[src/hdl/cmykds_pkg.sv]
`default_nettype none

package cmykds_pkg;

   // Fixed geometry of one item and of the lane array
   localparam int MAX_PLANES  = 8;
   localparam int NUM_LANES   = 8;
   localparam int LANE_IDX_W  = 3;
   localparam int CSR_W       = 24;
   localparam int LINE_REG_W  = 14;

   // Register indexes on the csr port
   localparam logic [2:0] REG_PLANE_COUNT  = 3'd0;
   localparam logic [2:0] REG_COLOR_MAP    = 3'd1;
   localparam logic [2:0] REG_LEVEL_MODE   = 3'd2;
   localparam logic [2:0] REG_ZOOM_RATIO   = 3'd3;
   localparam logic [2:0] REG_OUT_WIDTH    = 3'd4;
   localparam logic [2:0] REG_OUT_HEIGHT   = 3'd5;
   localparam logic [2:0] REG_LINE_BYTES   = 3'd6;

   // Level sizes; the fourth code behaves as eight-bit levels
   localparam logic [1:0] LVL_1BIT = 2'd0;
   localparam logic [1:0] LVL_2BIT = 2'd1;
   localparam logic [1:0] LVL_8BIT = 2'd2;

   // Colour codes of the slot map
   localparam logic [2:0] COL_C = 3'd0;
   localparam logic [2:0] COL_M = 3'd1;
   localparam logic [2:0] COL_Y = 3'd2;
   localparam logic [2:0] COL_K = 3'd3;

   typedef struct packed {
      logic [7:0] c;
      logic [7:0] m;
      logic [7:0] y;
      logic [7:0] k;
   } ink_bytes_type;

   typedef struct packed {
      logic [7:0] blue;
      logic [7:0] green;
      logic [7:0] red;
   } pixel_type;

   typedef pixel_type [NUM_LANES-1:0] pixel_row_type;

   typedef struct packed {
      logic [LANE_IDX_W-1:0] last_idx;
      logic                  eor;
   } group_type;

endpackage

`default_nettype wire

[src/hdl/cmykds_mod.sv]
`default_nettype none

module cmykds_mod #(
   parameter int POS_W = 13
) (
   input  wire logic             clock,
   input  wire logic             reset,
   input  wire logic             start,
   input  wire logic [POS_W-1:0] dividend,
   input  wire logic [7:0]       divisor,
   output logic                  busy,
   output logic                  done,
   output logic [7:0]            remainder
);

   localparam int CNT_W = $clog2(POS_W + 1);

   logic [POS_W-1:0] quo_ff, quo_in;
   logic [7:0]       rem_ff, rem_in;
   logic [CNT_W-1:0] cnt_ff, cnt_in;
   logic             done_ff, done_in;
   logic [8:0]       trial;

   // one restoring step a cycle, dividend bits MSB first
   always_comb begin
      trial = {rem_ff, quo_ff[POS_W-1]};
      if (trial >= {1'b0, divisor}) begin
         rem_in = 8'(trial - {1'b0, divisor});
      end else begin
         rem_in = trial[7:0];
      end
      quo_in = quo_ff << 1;
   end

   assign busy      = (cnt_ff != '0);
   assign done      = done_ff;
   assign remainder = rem_ff;

   always_comb begin
      cnt_in  = cnt_ff;
      done_in = 1'b0;
      if (start) begin
         cnt_in = CNT_W'(POS_W);
      end else if (busy) begin
         cnt_in  = cnt_ff - CNT_W'(1);
         done_in = (cnt_ff == CNT_W'(1));
      end
   end

   always_ff @(posedge clock) begin
      if (reset) begin
         cnt_ff  <= '0;
         done_ff <= 1'b0;
      end else begin
         cnt_ff  <= cnt_in;
         done_ff <= done_in;
      end
   end

   always_ff @(posedge clock) begin
      if (start) begin
         quo_ff <= dividend;
         rem_ff <= '0;
      end else if (busy) begin
         quo_ff <= quo_in;
         rem_ff <= rem_in;
      end
   end

endmodule

`default_nettype wire

[src/hdl/cmykds_lane.sv]
`default_nettype none

module cmykds_lane
   import cmykds_pkg::*;
#(
   parameter int LANE = 0
) (
   input  wire logic          clock,
   input  wire logic          load,
   input  wire ink_bytes_type ink,
   input  wire logic [1:0]    mode_in,
   input  wire logic [1:0]    mode_held,
   output pixel_type          pix
);

   localparam logic [7:0] TOP_1BIT = 8'h1;
   localparam logic [7:0] TOP_2BIT = 8'h3;
   localparam logic [7:0] TOP_8BIT = 8'd255;

   // floor(p * 255 / 9) for the two-bit level products 0 to 9
   localparam logic [7:0] SCALE_2BIT [16] = '{
      8'd0, 8'd28, 8'd56, 8'd85, 8'd113, 8'd141, 8'd170, 8'd198,
      8'd226, 8'd255, 8'd0, 8'd0, 8'd0, 8'd0, 8'd0, 8'd0
   };

   localparam int SHIFT_1BIT = 7 - (LANE % 8);
   localparam int SHIFT_2BIT = 2 * (3 - (LANE % 4));

   logic [15:0] prod_c_ff, prod_m_ff, prod_y_ff;
   logic [15:0] prod_c_in, prod_m_in, prod_y_in;
   logic [7:0]  top;
   logic [7:0]  lv_c, lv_m, lv_y, lv_k;
   logic [7:0]  inv_k;

   function automatic logic [7:0] unpack(logic [7:0] b, logic [1:0] mode);
      unique case (mode)
         LVL_1BIT: return (b >> SHIFT_1BIT) & 8'h1;
         LVL_2BIT: return (b >> SHIFT_2BIT) & 8'h3;
         default:  return b;
      endcase
   endfunction

   // exact floor(p / 255) for p <= 255 * 255; two-bit by lookup, one-bit by a zero test
   function automatic logic [7:0] scale(logic [15:0] p, logic [1:0] mode);
      logic [16:0] q;
      q = 17'(p) + 17'd1 + 17'(p >> 8);
      unique case (mode)
         LVL_1BIT: return (p != '0) ? 8'hFF : 8'h00;
         LVL_2BIT: return SCALE_2BIT[p[3:0]];
         default:  return q[15:8];
      endcase
   endfunction

   always_comb begin
      unique case (mode_in)
         LVL_1BIT: top = TOP_1BIT;
         LVL_2BIT: top = TOP_2BIT;
         default:  top = TOP_8BIT;
      endcase
      lv_c  = unpack(ink.c, mode_in);
      lv_m  = unpack(ink.m, mode_in);
      lv_y  = unpack(ink.y, mode_in);
      lv_k  = unpack(ink.k, mode_in);
      inv_k = top - lv_k;
      prod_c_in = (top - lv_c) * inv_k;
      prod_m_in = (top - lv_m) * inv_k;
      prod_y_in = (top - lv_y) * inv_k;
   end

   always_ff @(posedge clock) begin
      if (load) begin
         prod_c_ff <= prod_c_in;
         prod_m_ff <= prod_m_in;
         prod_y_ff <= prod_y_in;
      end
   end

   assign pix.red   = scale(prod_c_ff, mode_held);
   assign pix.green = scale(prod_m_ff, mode_held);
   assign pix.blue  = scale(prod_y_ff, mode_held);

endmodule

`default_nettype wire

[src/hdl/cmykds_merge.sv]
`default_nettype none

module cmykds_merge
   import cmykds_pkg::*;
(
   input  wire logic          clock,
   input  wire logic          reset,
   input  wire logic          load,
   input  wire group_type     grp_in,
   input  wire pixel_row_type pix_in,
   output logic               ready,
   output logic               rsp_tvalid,
   input  wire logic          rsp_tready,
   output logic [23:0]        rsp_tdata,
   output logic               rsp_tlast,
   output logic               rsp_tuser
);

   pixel_row_type         pix_ff;
   group_type             grp_ff;
   logic                  valid_ff, valid_in;
   logic [LANE_IDX_W-1:0] idx_ff, idx_in;
   logic                  take, finish;

   assign rsp_tvalid = valid_ff;
   assign rsp_tdata  = pix_ff[idx_ff];
   assign rsp_tlast  = (idx_ff == grp_ff.last_idx);
   assign rsp_tuser  = rsp_tlast && grp_ff.eor;

   assign take   = valid_ff && rsp_tready;
   assign finish = take && rsp_tlast;
   assign ready  = !valid_ff || finish;

   always_comb begin
      valid_in = valid_ff;
      idx_in   = idx_ff;
      if (load) begin
         valid_in = 1'b1;
         idx_in   = '0;
      end else if (finish) begin
         valid_in = 1'b0;
      end else if (take) begin
         idx_in = idx_ff + LANE_IDX_W'(1);
      end
   end

   always_ff @(posedge clock) begin
      if (reset) begin
         valid_ff <= 1'b0;
         idx_ff   <= '0;
      end else begin
         valid_ff <= valid_in;
         idx_ff   <= idx_in;
      end
   end

   always_ff @(posedge clock) begin
      if (load) begin
         pix_ff <= pix_in;
         grp_ff <= grp_in;
      end
   end

endmodule

`default_nettype wire

[src/hdl/planar_cmyk_to_rgb_downscaler.sv]
`default_nettype none

// Channel  Dir  Handshake          Payload
// req      in   tvalid/tready      tdata[63:0]: plane_byte_0 .. plane_byte_7
// rsp      out  tvalid/tready      tdata[23:0]: red, green, blue; tlast: last_in_run;
//                                  tuser: end_of_row
// csr      in   csr_wen            csr_index[2:0], csr_wdata[23:0]
//
// A kept word gives up to 8, 4 or 1 pixels (one-, two-, eight-bit levels); the
// output word register sends one pixel a cycle while rsp_tready is high.
// A word that yields no pixel is accepted without entering the pipeline. The
// first pixel passes the slot select, lane multiply and pixel group registers.
// Reset is synchronous; it clears all counters and loads the register defaults.
// Writing zoom_ratio starts a bit-serial remainder of the line position, which
// holds req_tready low until the remainder is loaded into the column phase.
// A stalled rsp fills the group, lane and slot stages, then drops req_tready.

module planar_cmyk_to_rgb_downscaler
   import cmykds_pkg::*;
#(
   parameter int MAX_LINE_BYTES = 8192
) (
   input  wire logic              clock,
   input  wire logic              reset,
   // plane_byte_0 .. plane_byte_7, eight bits each from the lowest bit up
   input  wire logic              req_tvalid,
   output logic                   req_tready,
   input  wire logic [63:0]       req_tdata,
   // red, green, blue from the lowest bit up
   output logic                   rsp_tvalid,
   input  wire logic              rsp_tready,
   output logic [23:0]            rsp_tdata,
   output logic                   rsp_tlast,
   // end_of_row
   output logic                   rsp_tuser,
   input  wire logic              csr_wen,
   input  wire logic [2:0]        csr_index,
   input  wire logic [CSR_W-1:0]  csr_wdata
);

   localparam int POS_W = $clog2(MAX_LINE_BYTES);
   localparam int LEN_W = (POS_W + 1 > LINE_REG_W) ? POS_W + 1 : LINE_REG_W;
   localparam logic [LEN_W-1:0] LINE_MAX = LEN_W'(MAX_LINE_BYTES);

   // configuration
   logic [3:0]            plane_count_ff;
   logic [23:0]           color_map_ff;
   logic [1:0]            level_mode_ff;
   logic [7:0]            zoom_ratio_ff;
   logic [15:0]           out_width_ff;
   logic [15:0]           out_height_ff;
   logic [LINE_REG_W-1:0] line_bytes_ff;

   // raster position
   logic [POS_W-1:0] byte_pos_ff, byte_pos_in;
   logic [7:0]       col_phase_ff, col_phase_in;
   logic [7:0]       row_phase_ff, row_phase_in;
   logic [15:0]      row_count_ff, row_count_in;
   logic [15:0]      pixel_count_ff, pixel_count_in;

   // pipeline
   logic          s1_valid_ff, s1_valid_in;
   ink_bytes_type s1_ink_ff;
   logic [1:0]    s1_mode_ff;
   group_type     s1_grp_ff;
   logic          s2_valid_ff, s2_valid_in;
   logic [1:0]    s2_mode_ff;
   group_type     s2_grp_ff;
   pixel_row_type lane_pix;

   logic [7:0]       zoom_eff;
   logic [LEN_W-1:0] line_eff, pos_inc;
   logic             line_end;
   logic [8:0]       col_inc, row_inc;
   logic             active, kept, step;
   ink_bytes_type    ink_sel;
   logic [3:0]       per_byte, grp_n;
   logic [16:0]      px_left;
   logic             width_done, grp_hit;
   group_type        grp_new;
   logic             mod_busy, mod_done, mod_start;
   logic [7:0]       mod_rem;
   logic             merge_ready, s2_free, s1_move, s1_load, merge_load;

   // ---------------------------------------------------------------- csr
   always_ff @(posedge clock) begin
      if (reset) begin
         plane_count_ff <= 4'd4;
         color_map_ff   <= 24'd1672;
         level_mode_ff  <= LVL_2BIT;
         zoom_ratio_ff  <= 8'd1;
         out_width_ff   <= 16'd1024;
         out_height_ff  <= 16'd1024;
         line_bytes_ff  <= LINE_REG_W'(256);
      end else if (csr_wen) begin
         unique case (csr_index)
            REG_PLANE_COUNT: plane_count_ff <= csr_wdata[3:0];
            REG_COLOR_MAP:   color_map_ff   <= csr_wdata[23:0];
            REG_LEVEL_MODE:  level_mode_ff  <= csr_wdata[1:0];
            REG_ZOOM_RATIO:  zoom_ratio_ff  <= csr_wdata[7:0];
            REG_OUT_WIDTH:   out_width_ff   <= csr_wdata[15:0];
            REG_OUT_HEIGHT:  out_height_ff  <= csr_wdata[15:0];
            REG_LINE_BYTES:  line_bytes_ff  <= csr_wdata[LINE_REG_W-1:0];
            default: ;
         endcase
      end
   end

   // Rebuild byte_pos mod zoom after the ratio changes mid-line
   assign mod_start = csr_wen && (csr_index == REG_ZOOM_RATIO);

   cmykds_mod #(
      .POS_W(POS_W)
   ) u_mod (
      .clock     (clock),
      .reset     (reset),
      .start     (mod_start),
      .dividend  (byte_pos_ff),
      .divisor   (zoom_eff),
      .busy      (mod_busy),
      .done      (mod_done),
      .remainder (mod_rem)
   );

   // ---------------------------------------------------------------- decode
   always_comb begin
      zoom_eff = (zoom_ratio_ff == '0) ? 8'd1 : zoom_ratio_ff;
      if (line_bytes_ff == '0) begin
         line_eff = LEN_W'(1);
      end else if (LEN_W'(line_bytes_ff) > LINE_MAX) begin
         line_eff = LINE_MAX;
      end else begin
         line_eff = LEN_W'(line_bytes_ff);
      end
      pos_inc  = LEN_W'(byte_pos_ff) + LEN_W'(1);
      line_end = (pos_inc >= line_eff);
      col_inc  = {1'b0, col_phase_ff} + 9'd1;
      row_inc  = {1'b0, row_phase_ff} + 9'd1;
   end

   // Select one byte per colour; a later slot overrides an earlier one.
   // plane_count above eight needs no clamp: every slot index is below it.
   always_comb begin
      ink_sel = '0;
      for (int s = 0; s < MAX_PLANES; s++) begin
         if (4'(s) < plane_count_ff) begin
            unique case (color_map_ff[3*s +: 3])
               COL_C:   ink_sel.c = req_tdata[8*s +: 8];
               COL_M:   ink_sel.m = req_tdata[8*s +: 8];
               COL_Y:   ink_sel.y = req_tdata[8*s +: 8];
               COL_K:   ink_sel.k = req_tdata[8*s +: 8];
               default: ;
            endcase
         end
      end
   end

   // Pixel count of this word: clip at output_width, flag the row end
   always_comb begin
      unique case (level_mode_ff)
         LVL_1BIT: per_byte = 4'd8;
         LVL_2BIT: per_byte = 4'd4;
         default:  per_byte = 4'd1;
      endcase
      active     = (row_count_ff < out_height_ff);
      kept       = (row_phase_ff == '0) && (col_phase_ff == '0);
      width_done = (pixel_count_ff >= out_width_ff);
      px_left    = {1'b0, out_width_ff} - {1'b0, pixel_count_ff};
      if (!kept || width_done) begin
         grp_n = 4'd0;
      end else if (px_left < 17'(per_byte)) begin
         grp_n = px_left[3:0];
      end else begin
         grp_n = per_byte;
      end
      grp_hit          = (grp_n != '0);
      grp_new.last_idx = LANE_IDX_W'(grp_n - 4'd1);
      grp_new.eor      = !width_done && (px_left <= 17'(per_byte));
   end

   // ---------------------------------------------------------------- flow
   assign s2_free    = !s2_valid_ff || merge_ready;
   assign s1_move    = s1_valid_ff && s2_free;
   assign req_tready = !mod_busy && !mod_done && (!s1_valid_ff || s2_free);
   assign step       = req_tvalid && req_tready && active;
   assign s1_load    = step && grp_hit;
   assign merge_load = s2_valid_ff && merge_ready;

   assign s1_valid_in = s1_load || (s1_valid_ff && !s1_move);
   assign s2_valid_in = s1_move || (s2_valid_ff && !merge_load);

   // Step the raster position or load the mod remainder; past the height limit drop words untouched
   always_comb begin
      byte_pos_in    = byte_pos_ff;
      col_phase_in   = col_phase_ff;
      row_phase_in   = row_phase_ff;
      row_count_in   = row_count_ff;
      pixel_count_in = pixel_count_ff;
      if (mod_done) begin
         col_phase_in = mod_rem;
      end else if (step) begin
         if (line_end) begin
            byte_pos_in    = '0;
            col_phase_in   = '0;
            pixel_count_in = '0;
            if ((row_phase_ff == '0) && (row_count_ff != '1)) begin
               row_count_in = row_count_ff + 16'd1;
            end
            row_phase_in = (row_inc >= {1'b0, zoom_eff}) ? '0 : row_inc[7:0];
         end else begin
            byte_pos_in    = byte_pos_ff + POS_W'(1);
            col_phase_in   = (col_inc >= {1'b0, zoom_eff}) ? '0 : col_inc[7:0];
            pixel_count_in = pixel_count_ff + 16'(grp_n);
         end
      end
   end

   always_ff @(posedge clock) begin
      if (reset) begin
         byte_pos_ff    <= '0;
         col_phase_ff   <= '0;
         row_phase_ff   <= '0;
         row_count_ff   <= '0;
         pixel_count_ff <= '0;
         s1_valid_ff    <= 1'b0;
         s2_valid_ff    <= 1'b0;
      end else begin
         byte_pos_ff    <= byte_pos_in;
         col_phase_ff   <= col_phase_in;
         row_phase_ff   <= row_phase_in;
         row_count_ff   <= row_count_in;
         pixel_count_ff <= pixel_count_in;
         s1_valid_ff    <= s1_valid_in;
         s2_valid_ff    <= s2_valid_in;
      end
   end

   // Hold the selected inks and group info alongside the lane stages
   always_ff @(posedge clock) begin
      if (s1_load) begin
         s1_ink_ff  <= ink_sel;
         s1_mode_ff <= level_mode_ff;
         s1_grp_ff  <= grp_new;
      end
      if (s1_move) begin
         s2_mode_ff <= s1_mode_ff;
         s2_grp_ff  <= s1_grp_ff;
      end
   end

   // ---------------------------------------------------------------- lanes
   for (genvar l = 0; l < NUM_LANES; l++) begin : g_lane
      cmykds_lane #(
         .LANE(l)
      ) u_lane (
         .clock     (clock),
         .load      (s1_move),
         .ink       (s1_ink_ff),
         .mode_in   (s1_mode_ff),
         .mode_held (s2_mode_ff),
         .pix       (lane_pix[l])
      );
   end

   // Collect the lane pixels and send them out in order
   cmykds_merge u_merge (
      .clock      (clock),
      .reset      (reset),
      .load       (merge_load),
      .grp_in     (s2_grp_ff),
      .pix_in     (lane_pix),
      .ready      (merge_ready),
      .rsp_tvalid (rsp_tvalid),
      .rsp_tready (rsp_tready),
      .rsp_tdata  (rsp_tdata),
      .rsp_tlast  (rsp_tlast),
      .rsp_tuser  (rsp_tuser)
   );

   // ---------------------------------------------------------------- checks
   a_col_phase_range: assert property (@(posedge clock) disable iff (reset)
      (!mod_busy && !mod_done) |-> (col_phase_ff < zoom_eff))
      else $error("column phase not below zoom ratio");

   a_row_end_count: assert property (@(posedge clock) disable iff (reset)
      (s1_load && grp_new.eor && !line_end && !csr_wen)
         |=> (pixel_count_ff == out_width_ff))
      else $error("pixel count off at end of row");

   a_row_count_hold: assert property (@(posedge clock) disable iff (reset)
      !(step && line_end) |=> $stable(row_count_ff))
      else $error("row counter moved outside a line end");

endmodule

`default_nettype wire

[config.mk]
export PLATFORM = sky130hd
export DESIGN_NAME = planar_cmyk_to_rgb_downscaler
export DESIGN_NICKNAME = d
export VERILOG_FILES = /design/src/hdl/cmykds_pkg.sv /design/src/hdl/cmykds_mod.sv /design/src/hdl/cmykds_lane.sv /design/src/hdl/cmykds_merge.sv /design/src/hdl/planar_cmyk_to_rgb_downscaler.sv
export SDC_FILE = /design/constraint.sdc
export NUM_CORES = 2
export LEC_CHECK = 0
export BUFFER_PORTS_ARGS = -buffer_cell sky130_fd_sc_hd__buf_2
export CORE_ASPECT_RATIO = 1.5
export CORE_MARGIN = 2
export CORE_UTILIZATION = 30
export CTS_BUF_LIST = sky130_fd_sc_hd__clkbuf_16
export DETAILED_ROUTE_END_ITERATION = 8
export PLACE_DENSITY = 0.5
export SLEW_MARGIN = 20
export SYNTH_ARGS = -nofsm -noshare
export SYNTH_HDL_FRONTEND = slang
export SYNTH_SLANG_ARGS = --single-unit
[constraint.sdc]
create_clock -name clock -period 60 [get_ports clock]
set_input_delay 6 -clock clock [delete_from_list [all_inputs] [get_ports clock]]
set_output_delay 6 -clock clock [all_outputs]
set_load 0.02 [all_outputs]
# Yosys cells after proc, flatten, opt, wreduce, memory -nomap -nowiden
# Memories as Yosys holds them, arrays and structs flattened.
# Cells that the tools add are included.
# totals
register_bits,801
romBits,3072
input_bits,96
out_inout_bits,28
word_cells,606
mem_count,24
# classes
addsub,91
multipliers,24
order_cmp,42
n_eq_ne,36
n_mux,191
bitwise,27
n_reduce_logical,90
# mem_list
name,words,word_bits,read_ports,rd_clocked_by_memory_dff,wr,line_no,rtl
(no name shown),16,8,1,0,0,cmykds_lane.sv:49,LVL_2BIT: return SCALE_2BIT[p[3:0]];
(no name shown),16,8,1,0,0,cmykds_lane.sv:49,
(no name shown),16,8,1,0,0,cmykds_lane.sv:49,
(no name shown),16,8,1,0,0,cmykds_lane.sv:49,
(no name shown),16,8,1,0,0,cmykds_lane.sv:49,
(no name shown),16,8,1,0,0,cmykds_lane.sv:49,
+18 memories,n/a,n/a,n/a,n/a,n/a,n/a,
# ops
cell,n
$pmux 8 s2,57
$mux 8,111
$add 16x1->16 const B,25
$add 16x8->16,24
$mul 16x8->16,24
$reduce_bool 16->1,24
$mux 32,8
$sub 8x8->9,24
$ge 5x5->1 const B,24
$not 4->5,24
$bmux 24 s3,1
$sub 8x8->8,9
$eq 3x2->1 const B,18
$mux 13,3
$mux 14,2
$eq 3x1->1 const B,9
$ge 9x8->1,3
$logic_not 3->1,9
$logic_not 8->1,3
$mux 24,1
$add 8x1->9 const B,2
$reduce_and 2->1,9
$le 17x4->1,1
$lt 17x4->1,1
36 further kinds,85

# Longest topological paths before layout
# depth
ltp_word,17
mapped_depth,34
depth_no_buf,26

# Modules after synthesis
# From an unflattened synthesis, not the netlist that was laid out.
# hier_totals
cells_unflattened,13267
hier_area_um2,115796.1
# modules_own_cells
mod,instances,cells_per_inst,area_per_inst_um2,seq_area_each_um2
planar_cmyk_to_rgb_downscaler,1,1656,12738.5,4264.1
cmykds_lane at g_lane[2].u_lane,1,1393,11802.6,1441.4
cmykds_lane at g_lane[1].u_lane,1,1407,11785.1,1441.4
cmykds_lane at g_lane[0].u_lane,1,1404,11782.6,1441.4
cmykds_lane at g_lane[6].u_lane,1,1394,11767.5,1441.4
cmykds_lane at g_lane[5].u_lane,1,1391,11760.0,1441.4
cmykds_lane at g_lane[3].u_lane,1,1373,11658.7,1441.4
cmykds_lane at g_lane[4].u_lane,1,1389,11646.2,1441.4
cmykds_lane at g_lane[7].u_lane,1,1389,11638.7,1441.4
cmykds_merge,1,319,7624.8,5965.7
cmykds_mod,1,152,1591.5,650.6

# Worst setup path before layout
# No wires, ideal clock.
# synth_path
path_kind,input port to flip-flop
start,in rsp_tready
end,reg g_lane[0].u_lane.prod_c_ff[0] (enable)
setup_ns,1.274
arrival_time_ns,25.228
required_ns,58.726
path_slack_ns,33.498
path_stages,3
path_buffers,0
cell_sequence,inv_1 o41a_1 a21oi_1
# synth_between
elab_chain_len,5
# synth_lines
item,line_no,rtl
start: declaration,planar_cmyk_to_rgb_downscaler.sv:31,"input wire logic rsp_tready,"
$logic_and 1x1->1,cmykds_merge.sv:30,assign take = valid_ff && rsp_tready;
$logic_and 1x1->1,cmykds_merge.sv:31,assign finish = take && rsp_tlast;
$logic_or 1x1->1,cmykds_merge.sv:32,assign ready = !valid_ff || finish;
$logic_or 1x1->1,planar_cmyk_to_rgb_downscaler.sv:182,assign s2_free = !s2_valid_ff || merge_ready;
$logic_and 1x1->1,planar_cmyk_to_rgb_downscaler.sv:183,assign s1_move = s1_valid_ff && s2_free;
net g_lane[0].u_lane.load,cmykds_lane.sv:9,"input wire logic load,"
end signal: assignment,cmykds_lane.sv:72,prod_c_ff <= prod_c_in;
end: declaration,cmykds_lane.sv:29,"logic [15:0] prod_c_ff, prod_m_ff, prod_y_ff;"
# The timed path passes the listed nets, and every way through them passes these cells.
# A chain may end at the register's enable or synchronous reset.

# Worst setup path after layout
# layout_path
start,in rsp_tready
end,out req_tready
# layout_between
elab_chain_len,6
# layout_lines
item,line_no,rtl
$logic_and 1x1->1,cmykds_merge.sv:30,
$logic_and 1x1->1,cmykds_merge.sv:31,
$logic_or 1x1->1,cmykds_merge.sv:32,
$logic_or 1x1->1,planar_cmyk_to_rgb_downscaler.sv:182,
$logic_or 1x1->1,planar_cmyk_to_rgb_downscaler.sv:184,assign req_tready = !mod_busy && !mod_done && (!s1_valid_ff || s2_free);
$logic_and 1x1->1,planar_cmyk_to_rgb_downscaler.sv:184,
end: declaration,planar_cmyk_to_rgb_downscaler.sv:27,"output logic req_tready,"
# No other way between the ends.

==> flow_summary.yaml <==
setup_path:
  cp_max_fo: 5
  r2r_setup_slack_ps: 51620
  cp_data_arrival_time_ps: 7640
  crit_path_start_kind: "input pin"
  crit_chain: "buf_2, inv_1, o41a_1, a311oi_2, buf_2"
  worst_setup_path_end_kind: "output pin"
  criticalPathCategory: "input pin to output pin"
  worstPathRequired_ps: 54000
  cp_slowest_cell: "o41a_1"
  critPathMaxStageDelay_ps: 580
  r2r_cells: 27
  rr_endpoint: "g_lane[0].u_lane.prod_c_ff[15]"
  cpMostUsedCell: "buf_2"
  r2r_start: "s1_mode_ff[1]"
timing:
  fin_crit_ps: 13640
  final-hold-violation-count: 0
  finClkSkew_ps: 40.9
  max_freq_mhz: 73.3
  setup_viol: 0
  slew_headroom: 0.162
  grt_setup_unrepaired: "no"
  worstMarginPinSlew_ps: 1260
  period_share: 0.227
  maxSlewViolCount: 0
  setup_tns_ps: 0
  whs_ps: 420
synth:
  synth_largest_area_cell: "fa_1"
  synth.top_cell.area_share: 0.226
  syn_nets: 13226
  ys_types: 84
  synth_cells: 11053
  netlist_top_cells_area: "fa_1, edfxtp_1, ha_1, inv_1, nor2_1"
  ys.flop_type: "edfxtp_1"
  syn_area_per_cell_um2: 8.97
  syn-cell-area_um2: 99200
  yosysSeqAreaShare: 0.226
  synthTopCellsByCount: "inv_1, nor2_1, fa_1"
  ys.warnings.count: 0
  ys_ff_latch: 801
  synth_edf_count: 637
  yosysMostFrequentCell: "inv_1"
  synth_async_sr_flop_share: 0
hold_path:
  min_to: "s2_grp_ff[2]"
  min_from: "s1_grp_ff[2]"
  hold_class: "flip-flop to flip-flop"
  hold_path_depth: 0
cts:
  numCtsBuffers: 89
  htree_num_levels: 3
  clock-sinks: 801
  cts_tree: "yes"
  ctsResizeCount: 0
  cts_setup_buffers: 0
  clockBufferDepth: 3
  clk_pin_slew_ps: 70
  clk_latency_ps: 740
  ctsHoldBuffers: 0
  cts_root_buf: "clkbuf_16"
floorplanning:
  io_pins: 124
  core_area_um2: 329000
  fp.dieH_um: 708
  initial_core_util: 0.302
  die-area_um2: 335000
  floorplan.rows: 258
  die_w_um: 473
detailed_routing:
  drc: 0
  first_pass_iters: 5
  num_vias: 75978
  routed_wl_um: 319000
  dr.first_iter.drc_count: 4104
  viasPerCell: 4.91
  ant_nets: 0
  drt-wirelength-per-cell_um: 20.6
placement:
  numPlacedInstances: 15292
  dpl.hpwl_um: 262000
  gp_congestion: 0.883
  io_buffers: 123
global_routing:
  grt_pass1_wl_um: 483000
  grt_remaining_overflow: 0
  grt_pass1_vias: 79185
  grt_max_degree: 144
  track_usage: 0.190
  antenna_found_initial: 28
job:
  cap_violations: 0
finish:
  final_cell_count_no_fill: 15466
  drive_above_1_share: 0.0583
  fin_util: 0.330
  area_delta_synth_final_pct: 9.29
  nets: 13266
  n_fill_cell: 34252
status:
  status: "completed"
-- registers in the layout, summed over array words and instances, names as in the netlist, 4 cells and up --
register and flops:
u_merge.pix_ff 192, g_lane.u_lane.prod_c_ff 128, g_lane.u_lane.prod_m_ff 128, g_lane.u_lane.prod_y_ff 128, s1_ink_ff 32, color_map_ff 24, out_height_ff 16, out_width_ff 16
pixel_count_ff 16, row_count_ff 16, line_bytes_ff 14, byte_pos_ff 13, u_mod.quo_ff 13, col_phase_ff 8, row_phase_ff 8, u_mod.remainder 8
zoom_ratio_ff 8, plane_count_ff 4, s1_grp_ff 4, s2_grp_ff 4, u_merge.grp_ff 4, u_mod.cnt_ff 4
-- per-layer routing --
layer	wire (um)	vias to the layer above	track usage
li1	-	36315	-
met1	116000	37380	0.200
met2	169000	1575	0.360
met3	11500	680	0.0206
met4	22100	28	0.112
met5	182	-	0
-- placed cells by master, fill, tap and decap left out, types with 174 or more instances in the layout --
| master | Yosys | routed |
|---|---|---|
| a21oi_1 | 646 | 641 |
| edfxtp_1 | 637 | 637 |
| fa_1 | 1119 | 1119 |
| ha_1 | 958 | 957 |
| inv_1 | 2124 | 2132 |
| nand2_1 | 779 | 778 |
| nand3_1 | 174 | 174 |
| nor2_1 | 1264 | 1260 |
| o21ai_0 | 378 | 374 |
| xnor2_1 | 461 | 460 |
-- critical path, delay by kind of cell --
kind,cells,cell delay [ps]
AO/OA/AOI/OAI,2,1160
buffers and inverters,3,470
-- final cells by class --
| cell class | instances | area (um^2) | area share |
|---|---|---|---|
| inverters | 2125 | 7980 | 0.0736 |
| flip-flops and latches | 801 | 22400 | 0.207 |
| clock buffers | 92 | 2300 | 0.0212 |
| multi-input cells | 7801 | 67900 | 0.626 |
| well taps | 4290 | 5370 | 0.0495 |
| clock inverters | 74 | 673 | 0.00621 |
| diodes | 8 | 20.0 | 0.000185 |
| repair buffers | 275 | 1780 | 0.0165 |
-- worst max-delay path by stage --
stage	from	end	slack, ps	cells past startpoint
after floorplan	rsp_tready	g_lane[0].u_lane.prod_c_ff[0]	33500	3
after global placement	rsp_tready	req_tready	46340	5
after detailed placement	rsp_tready	req_tready	46340	5
after CTS	rsp_tready	req_tready	46340	5
after global routing	rsp_tready	req_tready	46310	5
final	rsp_tready	req_tready	46360	5
-- stage by stage --
| stage | area (um^2) | setup WS (ps) |
|---|---|---|
| 3_3_place_gp | 105000 | 46340 |
| 4_1_cts | 108000 | 46340 |
| 2_1_floorplan | 99200 | 33500 |
| 6_report | 108000 | 46360 |
| 3_5_place_dp | 105000 | 46340 |
| 5_1_grt | 108000 | 46310 |
-- logic make-up after synthesis --
family / count (synthesis) / share of synthesized area
simple gates: 3163 / 0.145
buf+inv: 2451 / 0.0929
fa+ha+maj: 2077 / 0.347
compound gates: 1798 / 0.113
flops: 801 / 0.226
xor+xnor: 628 / 0.0560
mux: 135 / 0.0200
Power is left out: the tool's default activity adds up to more than one toggle a clock period on the data nets, which glitch-free logic cannot reach.
